## config.mk

```make
export PLATFORM = sky130hd
export DESIGN_NAME = wildcard_byte_signature_scanner_core
export DESIGN_NICKNAME = d
export VERILOG_FILES = /design/src/rtl/wbss_pkg.sv /design/src/rtl/wbss_ctrl.sv /design/src/rtl/wbss_datapath.sv /design/src/rtl/wildcard_byte_signature_scanner_core.sv
export SDC_FILE = /design/constraint.sdc
export NUM_CORES = 2
export LEC_CHECK = 0
export BUFFER_PORTS_ARGS = -buffer_cell sky130_fd_sc_hd__buf_4
export CORE_UTILIZATION = 25
export CTS_CLUSTER_SIZE = 16
export DETAILED_ROUTE_END_ITERATION = 12
export SETUP_SLACK_MARGIN = 0.4
export SLEW_MARGIN = 20
export SYNTH_ARGS = -nofsm -noshare
export SYNTH_HDL_FRONTEND = slang
export SYNTH_SLANG_ARGS = --single-unit
export TNS_END_PERCENT = 50
```

## constraint.sdc

```tcl
create_clock -name clk_i -period 4.2 [get_ports clk_i]
set_clock_uncertainty 0.1 [all_clocks]
set_input_delay 1.05 -clock clk_i [delete_from_list [all_inputs] [get_ports clk_i]]
set_output_delay 1.05 -clock clk_i [all_outputs]
set_load 0.03 [all_outputs]
```

## src/rtl/wbss_pkg.sv

```systemverilog
`timescale 1ns / 1ps
`default_nettype none
// ----------------------------------------------------------------------------
// Wildcard byte signature scanner package
// Item codes and the command and status groups shared by the controller
// and the datapath.
// ----------------------------------------------------------------------------
package wbss_pkg;

  // Item kinds carried in the input tuser field.
  localparam logic [1:0] OP_LOAD    = 2'd0;
  localparam logic [1:0] OP_SCAN    = 2'd1;
  localparam logic [1:0] OP_RESTART = 2'd2;

  // Commands from the controller to the datapath.
  typedef struct packed {
    logic take;   // capture the accepted beat and apply its action
    logic step;   // issue one pattern and window read
    logic eval;   // resolve the match of the finished compare sweep
    logic emit;   // load the output register
  } dp_cmd_t;

  // Status from the datapath to the controller.
  typedef struct packed {
    logic need_test;  // the beat at the input starts a compare sweep
    logic last_step;  // the read being issued is the last of the sweep
    logic out_free;   // the output register can take a result
  } dp_sts_t;

endpackage
`default_nettype wire

```

## src/rtl/wbss_ctrl.sv

```systemverilog
`timescale 1ns / 1ps
`default_nettype none
// ----------------------------------------------------------------------------
// Wildcard byte signature scanner controller
// Sequences one item at a time: accept, compare and resolve if tested, emit.
// ----------------------------------------------------------------------------
module wbss_ctrl (
  input  wire logic              clk_i,
  input  wire logic              rst_ni,
  input  wire logic              in_valid_i,
  output logic                   in_ready_o,
  input  wire wbss_pkg::dp_sts_t sts_i,
  output wbss_pkg::dp_cmd_t      cmd_o
);

  typedef enum logic [3:0] {
    S_IDLE = 4'b0001,
    S_SCAN = 4'b0010,
    S_EVAL = 4'b0100,
    S_EMIT = 4'b1000
  } state_e;

  state_e state_q, state_d;

  // Next state and command decode.
  always_comb begin
    state_d    = state_q;
    cmd_o      = '0;
    in_ready_o = 1'b0;
    unique case (state_q)
      S_IDLE: begin
        in_ready_o = 1'b1;
        if (in_valid_i) begin
          cmd_o.take = 1'b1;
          state_d    = sts_i.need_test ? S_SCAN : S_EMIT;
        end
      end
      S_SCAN: begin
        cmd_o.step = 1'b1;
        if (sts_i.last_step) begin
          state_d = S_EVAL;
        end
      end
      S_EVAL: begin
        cmd_o.eval = 1'b1;
        state_d    = S_EMIT;
      end
      S_EMIT: begin
        if (sts_i.out_free) begin
          cmd_o.emit = 1'b1;
          state_d    = S_IDLE;
        end
      end
      default: begin
        state_d = S_IDLE;
      end
    endcase
  end

  // State register.
  always_ff @(posedge clk_i or negedge rst_ni) begin
    if (!rst_ni) begin
      state_q <= S_IDLE;
    end else begin
      state_q <= state_d;
    end
  end

endmodule
`default_nettype wire

```

## src/rtl/wbss_datapath.sv

```systemverilog
`timescale 1ns / 1ps
`default_nettype none
// ----------------------------------------------------------------------------
// Wildcard byte signature scanner datapath
// Pattern memory, circular byte window memory, scan counters, the
// masked compare and the output register.
// ----------------------------------------------------------------------------
module wbss_datapath #(
  parameter int MAX_PATTERN = 128,
  parameter int OFFSET_BITS = 32
) (
  input  wire logic              clk_i,
  input  wire logic              rst_ni,
  input  wire wbss_pkg::dp_cmd_t cmd_i,
  output wbss_pkg::dp_sts_t      sts_o,
  input  wire logic [1:0]        op_i,
  input  wire logic [6:0]        pattern_index_i,
  input  wire logic [7:0]        pattern_byte_i,
  input  wire logic              pattern_wild_i,
  input  wire logic [7:0]        data_byte_i,
  input  wire logic              last_byte_i,
  input  wire logic              cfg_we_i,
  input  wire logic [7:0]        cfg_wdata_i,
  output logic                   out_valid_o,
  input  wire logic              out_ready_i,
  output logic                   hit_o,
  output logic                   found_o,
  output logic [31:0]            match_offset_o,
  output logic                   done_res_o
);

  localparam int PW = (MAX_PATTERN > 1) ? $clog2(MAX_PATTERN) : 1;
  localparam int LW = $clog2(MAX_PATTERN + 1);
  localparam int OW = OFFSET_BITS;

  localparam logic [PW-1:0] PtrLast = PW'(MAX_PATTERN - 1);
  localparam logic [LW-1:0] LenMax  = LW'(MAX_PATTERN);

  // Memories: pattern entries (wildcard mark on top) and window bytes.
  logic [8:0] pat_mem [MAX_PATTERN];
  logic [7:0] win_mem [MAX_PATTERN];

  logic [7:0]    len_cfg_q;
  logic [PW-1:0] wptr_q;
  logic [LW-1:0] fill_q;
  logic [OW-1:0] seen_q;
  logic [OW-1:0] offset_q;
  logic          found_q;
  logic          done_q;
  logic          last_q;
  logic          hit_q;
  logic          match_q;
  logic          rd_vld_q;
  logic [PW-1:0] j_q;
  logic [PW-1:0] rptr_q;
  logic [8:0]    pat_rd_q;
  logic [7:0]    win_rd_q;

  logic          out_valid_q;
  logic          out_hit_q;
  logic          out_found_q;
  logic [31:0]   out_offset_q;
  logic          out_done_q;

  logic [LW-1:0] len;
  logic [PW-1:0] len_m1;
  logic [PW-1:0] wptr_nxt;
  logic [PW-1:0] rptr_start;
  logic [PW:0]   start_wrap;
  logic [LW-1:0] fill_nxt;
  logic          cmp_ok;
  logic          match_final;
  logic          scan_live;
  logic          pat_we;

  // Active length: zero acts as one, above the depth acts as the depth.
  always_comb begin
    if (len_cfg_q == 8'd0) begin
      len = LW'(1);
    end else if (32'(len_cfg_q) > MAX_PATTERN) begin
      len = LenMax;
    end else begin
      len = LW'(len_cfg_q);
    end
  end

  assign len_m1   = PW'(len - LW'(1));
  assign wptr_nxt = (wptr_q == PtrLast) ? '0 : wptr_q + PW'(1);
  assign fill_nxt = (fill_q == LenMax) ? fill_q : fill_q + LW'(1);

  // Oldest window position of the compare, modulo the window depth.
  assign start_wrap = {1'b0, wptr_nxt} + (PW + 1)'(MAX_PATTERN) - {1'b0, len_m1};
  assign rptr_start = (wptr_nxt >= len_m1) ? (wptr_nxt - len_m1) : start_wrap[PW-1:0];

  // Masked byte compare on the registered read data.
  assign cmp_ok      = pat_rd_q[8] | (pat_rd_q[7:0] == win_rd_q);
  assign match_final = match_q & cmp_ok;

  assign scan_live = (op_i == wbss_pkg::OP_SCAN) && !done_q;

  // A load beat with an index inside the store writes one entry.
  assign pat_we = cmd_i.take && (op_i == wbss_pkg::OP_LOAD) &&
                  (32'(pattern_index_i) < MAX_PATTERN);

  // Status toward the controller.
  assign sts_o.need_test = scan_live && (fill_nxt >= len);
  assign sts_o.last_step = (j_q == len_m1);
  assign sts_o.out_free  = !out_valid_q || out_ready_i;

  // Pattern memory write and read port.
  always_ff @(posedge clk_i) begin
    if (pat_we) begin
      pat_mem[PW'(pattern_index_i)] <= {pattern_wild_i, pattern_byte_i};
    end
    if (cmd_i.step) begin
      pat_rd_q <= pat_mem[j_q];
    end
  end

  // Window memory write and read port.
  always_ff @(posedge clk_i) begin
    if (cmd_i.take && scan_live) begin
      win_mem[wptr_nxt] <= data_byte_i;
    end
    if (cmd_i.step) begin
      win_rd_q <= win_mem[rptr_q];
    end
  end

  // Configuration register.
  always_ff @(posedge clk_i or negedge rst_ni) begin
    if (!rst_ni) begin
      len_cfg_q <= 8'd1;
    end else if (cfg_we_i) begin
      len_cfg_q <= cfg_wdata_i;
    end
  end

  // Scan state and compare sweep.
  always_ff @(posedge clk_i or negedge rst_ni) begin
    if (!rst_ni) begin
      wptr_q   <= '0;
      fill_q   <= '0;
      seen_q   <= '0;
      offset_q <= '0;
      found_q  <= 1'b0;
      done_q   <= 1'b0;
      last_q   <= 1'b0;
      hit_q    <= 1'b0;
      match_q  <= 1'b0;
      rd_vld_q <= 1'b0;
      j_q      <= '0;
      rptr_q   <= '0;
    end else begin
      if (cmd_i.take) begin
        hit_q    <= 1'b0;
        rd_vld_q <= 1'b0;
        last_q   <= last_byte_i;
        unique case (op_i)
          wbss_pkg::OP_SCAN: begin
            if (!done_q) begin
              wptr_q <= wptr_nxt;
              fill_q <= fill_nxt;
              seen_q <= seen_q + OW'(1);
              if (fill_nxt >= len) begin
                j_q     <= '0;
                rptr_q  <= rptr_start;
                match_q <= 1'b1;
              end else if (last_byte_i) begin
                done_q <= 1'b1;
              end
            end
          end
          wbss_pkg::OP_RESTART: begin
            fill_q   <= '0;
            seen_q   <= '0;
            offset_q <= '0;
            found_q  <= 1'b0;
            done_q   <= 1'b0;
          end
          default: begin
          end
        endcase
      end
      // One read a cycle; the previous read is folded into the match.
      if (cmd_i.step) begin
        rd_vld_q <= 1'b1;
        j_q      <= j_q + PW'(1);
        rptr_q   <= (rptr_q == PtrLast) ? '0 : rptr_q + PW'(1);
        if (rd_vld_q) begin
          match_q <= match_final;
        end
      end
      // The last read resolves the match.
      if (cmd_i.eval) begin
        hit_q <= match_final;
        if (match_final) begin
          found_q  <= 1'b1;
          offset_q <= seen_q - OW'(len);
        end
        if (match_final || last_q) begin
          done_q <= 1'b1;
        end
      end
    end
  end

  // Output register valid.
  always_ff @(posedge clk_i or negedge rst_ni) begin
    if (!rst_ni) begin
      out_valid_q <= 1'b0;
    end else if (cmd_i.emit) begin
      out_valid_q <= 1'b1;
    end else if (out_ready_i) begin
      out_valid_q <= 1'b0;
    end
  end

  // Output register payload.
  always_ff @(posedge clk_i) begin
    if (cmd_i.emit) begin
      out_hit_q    <= hit_q;
      out_found_q  <= found_q;
      out_offset_q <= 32'(offset_q);
      out_done_q   <= done_q;
    end
  end

  assign out_valid_o    = out_valid_q;
  assign hit_o          = out_hit_q;
  assign found_o        = out_found_q;
  assign match_offset_o = out_offset_q;
  assign done_res_o     = out_done_q;

endmodule
`default_nettype wire

```

## src/rtl/wildcard_byte_signature_scanner_core.sv

```systemverilog
`timescale 1ns / 1ps
`default_nettype none
// A load, restart or untested scan beat goes from acceptance to the emit state, and its
// result is registered once the output register is free. A scan beat that tests a match
// first makes one pattern and window read per signature entry from the single-port
// memories, then resolves and emits. The core takes one beat at a time.
// Reset: asynchronous active low; clears the scan, sets the length to 1.
// The pattern memory is not cleared and holds nothing until loaded.
// ----------------------------------------------------------------------------
// Wildcard byte signature scanner core
// Streams an image against a loaded signature with wildcard entries and
// reports the first match and its start offset.
// ----------------------------------------------------------------------------
module wildcard_byte_signature_scanner_core #(
  parameter int MAX_PATTERN = 128,
  parameter int OFFSET_BITS = 32
) (
  input  wire logic        clk_i,
  input  wire logic        rst_ni,
  input  wire logic        cfg_we_i,
  input  wire logic [7:0]  cfg_wdata_i,      // pattern_length
  input  wire logic        s_axis_tvalid_i,
  output logic             s_axis_tready_o,
  // pattern_index[6:0], pattern_byte[14:7], pattern_wild[15], data_byte[23:16]
  input  wire logic [23:0] s_axis_tdata_i,
  input  wire logic [1:0]  s_axis_tuser_i,   // op[1:0]
  input  wire logic        s_axis_tlast_i,   // last_byte
  output logic             m_axis_tvalid_o,
  input  wire logic        m_axis_tready_i,
  // hit[0], found[1], match_offset[33:2], done_res[34], zero[39:35]
  output logic [39:0]      m_axis_tdata_o
);

  wbss_pkg::dp_cmd_t cmd;
  wbss_pkg::dp_sts_t sts;

  logic        hit;
  logic        found;
  logic [31:0] match_offset;
  logic        done_res;

  // Controller.
  wbss_ctrl u_ctrl (
    .clk_i      (clk_i),
    .rst_ni     (rst_ni),
    .in_valid_i (s_axis_tvalid_i),
    .in_ready_o (s_axis_tready_o),
    .sts_i      (sts),
    .cmd_o      (cmd)
  );

  // Datapath.
  wbss_datapath #(
    .MAX_PATTERN (MAX_PATTERN),
    .OFFSET_BITS (OFFSET_BITS)
  ) u_datapath (
    .clk_i           (clk_i),
    .rst_ni          (rst_ni),
    .cmd_i           (cmd),
    .sts_o           (sts),
    .op_i            (s_axis_tuser_i),
    .pattern_index_i (s_axis_tdata_i[6:0]),
    .pattern_byte_i  (s_axis_tdata_i[14:7]),
    .pattern_wild_i  (s_axis_tdata_i[15]),
    .data_byte_i     (s_axis_tdata_i[23:16]),
    .last_byte_i     (s_axis_tlast_i),
    .cfg_we_i        (cfg_we_i),
    .cfg_wdata_i     (cfg_wdata_i),
    .out_valid_o     (m_axis_tvalid_o),
    .out_ready_i     (m_axis_tready_i),
    .hit_o           (hit),
    .found_o         (found),
    .match_offset_o  (match_offset),
    .done_res_o      (done_res)
  );

  // Result beat packing.
  assign m_axis_tdata_o = {5'b0, done_res, match_offset, found, hit};

endmodule
`default_nettype wire

```

==> flow_summary.yaml <==
place:
  dp_hpwl_um: 146000
  port_buffers: 76
  gp_congestion: 0.829
synth:
  syn_area_sq_um: 92500
  syn_inst: 4562
  synth_top_flop_cell: "edfxtp_1"
  yosysWarnings: 0
  synthTopCellsByArea: "edfxtp_1, mux4_2, dfrtp_1, nor2_1, mux2i_1"
  synthArstFlopShare_pct: 4.79
  synth_top_cell_by_area: "edfxtp_1"
  synth-edff-count: 2228
  synth_area_per_cell_sq_um: 20.3
  synth_seq_cells: 2340
  synth.yosys.seq_area_share_pct: 75.4
  ys_types: 73
  synth_most_common_cell: "edfxtp_1"
  synthTopCellsByCount: "edfxtp_1, mux4_2, nor2_1"
  synth_top_area_share_pct: 72.3
global_route:
  overflow: 0
  grt_pass1_vias: 47500
  grtUsageTotal_pct: 12.1
  grt_max_degree: 129
  antenna_found_initial: 7
  grt_pass1_wl_um: 336000
floorplan:
  die-area_sq_um: 372000
  core_area_sq_um: 369000
  initial_core_util_pct: 25.1
  ioPinCount: 82
  die_h_um: 610
  rows: 223
  die_w_um: 610
sta:
  period_minus_slack_ps: 3570
  finalCritPeriodShare_pct: 85.1
  hold_ws_ps: 179
  rsz0062_at_grt: "no"
  tightest_slew_ps: 1110
  setup_tns_ps: 0
  max_freq_ghz: 0.280
  finalHoldViolations: 0
  final-setup-viol-count: 0
  slew_headroom_pct: 25.9
  slew_violations: 0
worst_hold_path:
  hp-class: "input port to asynchronous set/reset pin"
worst_setup_path:
  cp-end-kind: "flop"
  crit_type: "flop to flop"
  worstPathArrival_ps: 4170
  rr_worst_depth: 8
  rrSetupSlack_ps: 630
  worstPathMaxFanout: 26
  required_ps: 4790
  cp-start-kind: "flop"
clocking:
  clk_pin_slew_ps: 70
  clock_path_buffers: 4
  cts_sinks: 2340
  cts_hold_buf: 0
  cts_made_buffers: 220
  h-tree-depth: 4
  cts_root_buf: "clkbuf_16"
  tritoncts: "built"
  clock_latency_ps: 870
drt:
  vias_per_cell: 4.61
  wl_per_cell_um: 22.6
  dr_wl_met3_um: 15600
  drtIter0Drc: 5022
  dr_wl_met2_um: 112000
  vias: 47000
  wl_um: 231000
  drcViolationCount: 0
  ant_nets: 0
  drtPass1Iterations: 6
  met1_length_um: 98500
  top_layer: "met5"
pwr:
  fin_total_pwr_mw: 57.6
  powerDensity_nw_per_um2: 529
  p_leak_nw: 35.1
  peakVddDrop_mv: 0.354
outcome:
  status: "completed"
flow_run:
  maxCapViolations: 0
layout:
  layout-drive-gt1-share_pct: 28.3
  fillerInstances: 35800
  nets: 5154
  syn2layout_area_growth_pct: 17.5
-- registers in the layout, summed over array words and instances, names as in the netlist, 9 cells and up --
signal	cells
u_datapath.pat_rd_q	9
u_datapath.win_mem	1024
u_datapath.offset_q	32
u_datapath.pat_mem	1152
u_datapath.match_offset_o	32
u_datapath.seen_q	32
-- cell type report --
class                           count  area [sq um]  share of cell area (%)
Sequential cell                  2340         69700                    64.1
Tap cell                         4950          6190                    5.70
Antenna cell                        1          2.50                 0.00230
Clock buffer                      271          5810                    5.34
Multi-Input combinational cell   1956         21500                    19.8
Timing Repair Buffer              529          4420                    4.06
Clock inverter                    111           973                   0.895
Inverter                           33           124                   0.114
-- routing by layer --
| layer | global-route usage [%] | vias to the layer above |
|---|---|---|
| met2 | 19.8 | 1741 |
| li1 | - | 19700 |
| met1 | 16.8 | 25200 |
| met4 | 2.60 | 2 |
| met3 | 1.93 | 308 |
| met5 | 0 | - |
-- cells by family (layout without fill, tap and decap cells) --
logic type / count (synthesis) / count (layout) / synth area share (%)
DFF: 2340 / 2340 / 75.4
other: 1 / 6 / 0.00405
AOI/OAI and AO/OA: 343 / 343 / 2.39
adders and majority gates: 34 / 34 / 0.476
and+or+nand+nor: 786 / 787 / 3.84
muxes: 697 / 697 / 15.6
buffers and inverters: 271 / 944 / 1.51
xor gates and xnor gates: 90 / 90 / 0.852
-- critical path, stage by stage (launching register included) --
cell and delay [ps]:
dfrtp_4 770, buf_4 390, nand2b_1 580, o22ai_1 220, nor2_1 200, o21ai_0 150, and3_1 280, a2111oi_0 480
buf_4 240
-- cell usage in the layout, fill, tap and decap left out, drive strengths merged, types with 25 or more instances in the layout --
master and count:
xnor2 42, xor2 48, nand3 81, mux4 592
clkbuf 271, nand2 132, nor2 389, buf 529
nor3 34, inv 38, mux2 25, dfrtp 110
nor2b 36, ha 32, o22ai 48, a21oi 60
edfxtp 2228, o21ai 91, clkinv 81, mux2i 80
-- report_power, final --
part / internal [mW] / switching (mW) / total [mW]
sequential: 25.9 / 0.677 / 26.6
combinational: 5.16 / 6.53 / 11.7
clock: 10.7 / 8.54 / 19.3
-- what timing repair did --
action / 4_1_cts / 5_1_grt
buffers inserted: 0 / 1
resized for setup: 1 / 5
cloned: 0 / 1
endpoints found under the hold margin: 0 / 0
setup endpoints to repair: 2 / 16
pin swaps: 0 / 1
-- final timing paths --
path / from / to
max in group asynchronous: rst_ni / u_datapath.len_cfg_q[0]$_DFFE_PN1P_
min in group clk_i: m_axis_tready_i / u_datapath.out_valid_o$_DFFE_PN0P_
max reg2reg: u_datapath.j_q[2]$_DFFE_PN0P_ / u_datapath.pat_rd_q[5]$_DFFE_PP_
min: rst_ni / u_datapath.offset_q[12]$_DFF_PN0_
min reg2reg: u_datapath.offset_q[6]$_DFF_PN0_ / u_datapath.match_offset_o[6]$_DFFE_PP_
max: u_datapath.j_q[2]$_DFFE_PN0P_ / u_datapath.pat_rd_q[5]$_DFFE_PP_
-- per-stage QoR --
stage	setup slack (ps)	cell area [sq um]	util, %	instances
2_1_floorplan	748	92500	-	4566
3_3_place_gp	207	102000	27.6	9805
3_5_place_dp	414	102000	27.6	9805
4_1_cts	500	109000	29.5	10200
5_1_grt	443	109000	29.5	10200
6_report	625	109000	29.5	10200
Power figures use the tool's default switching activity.
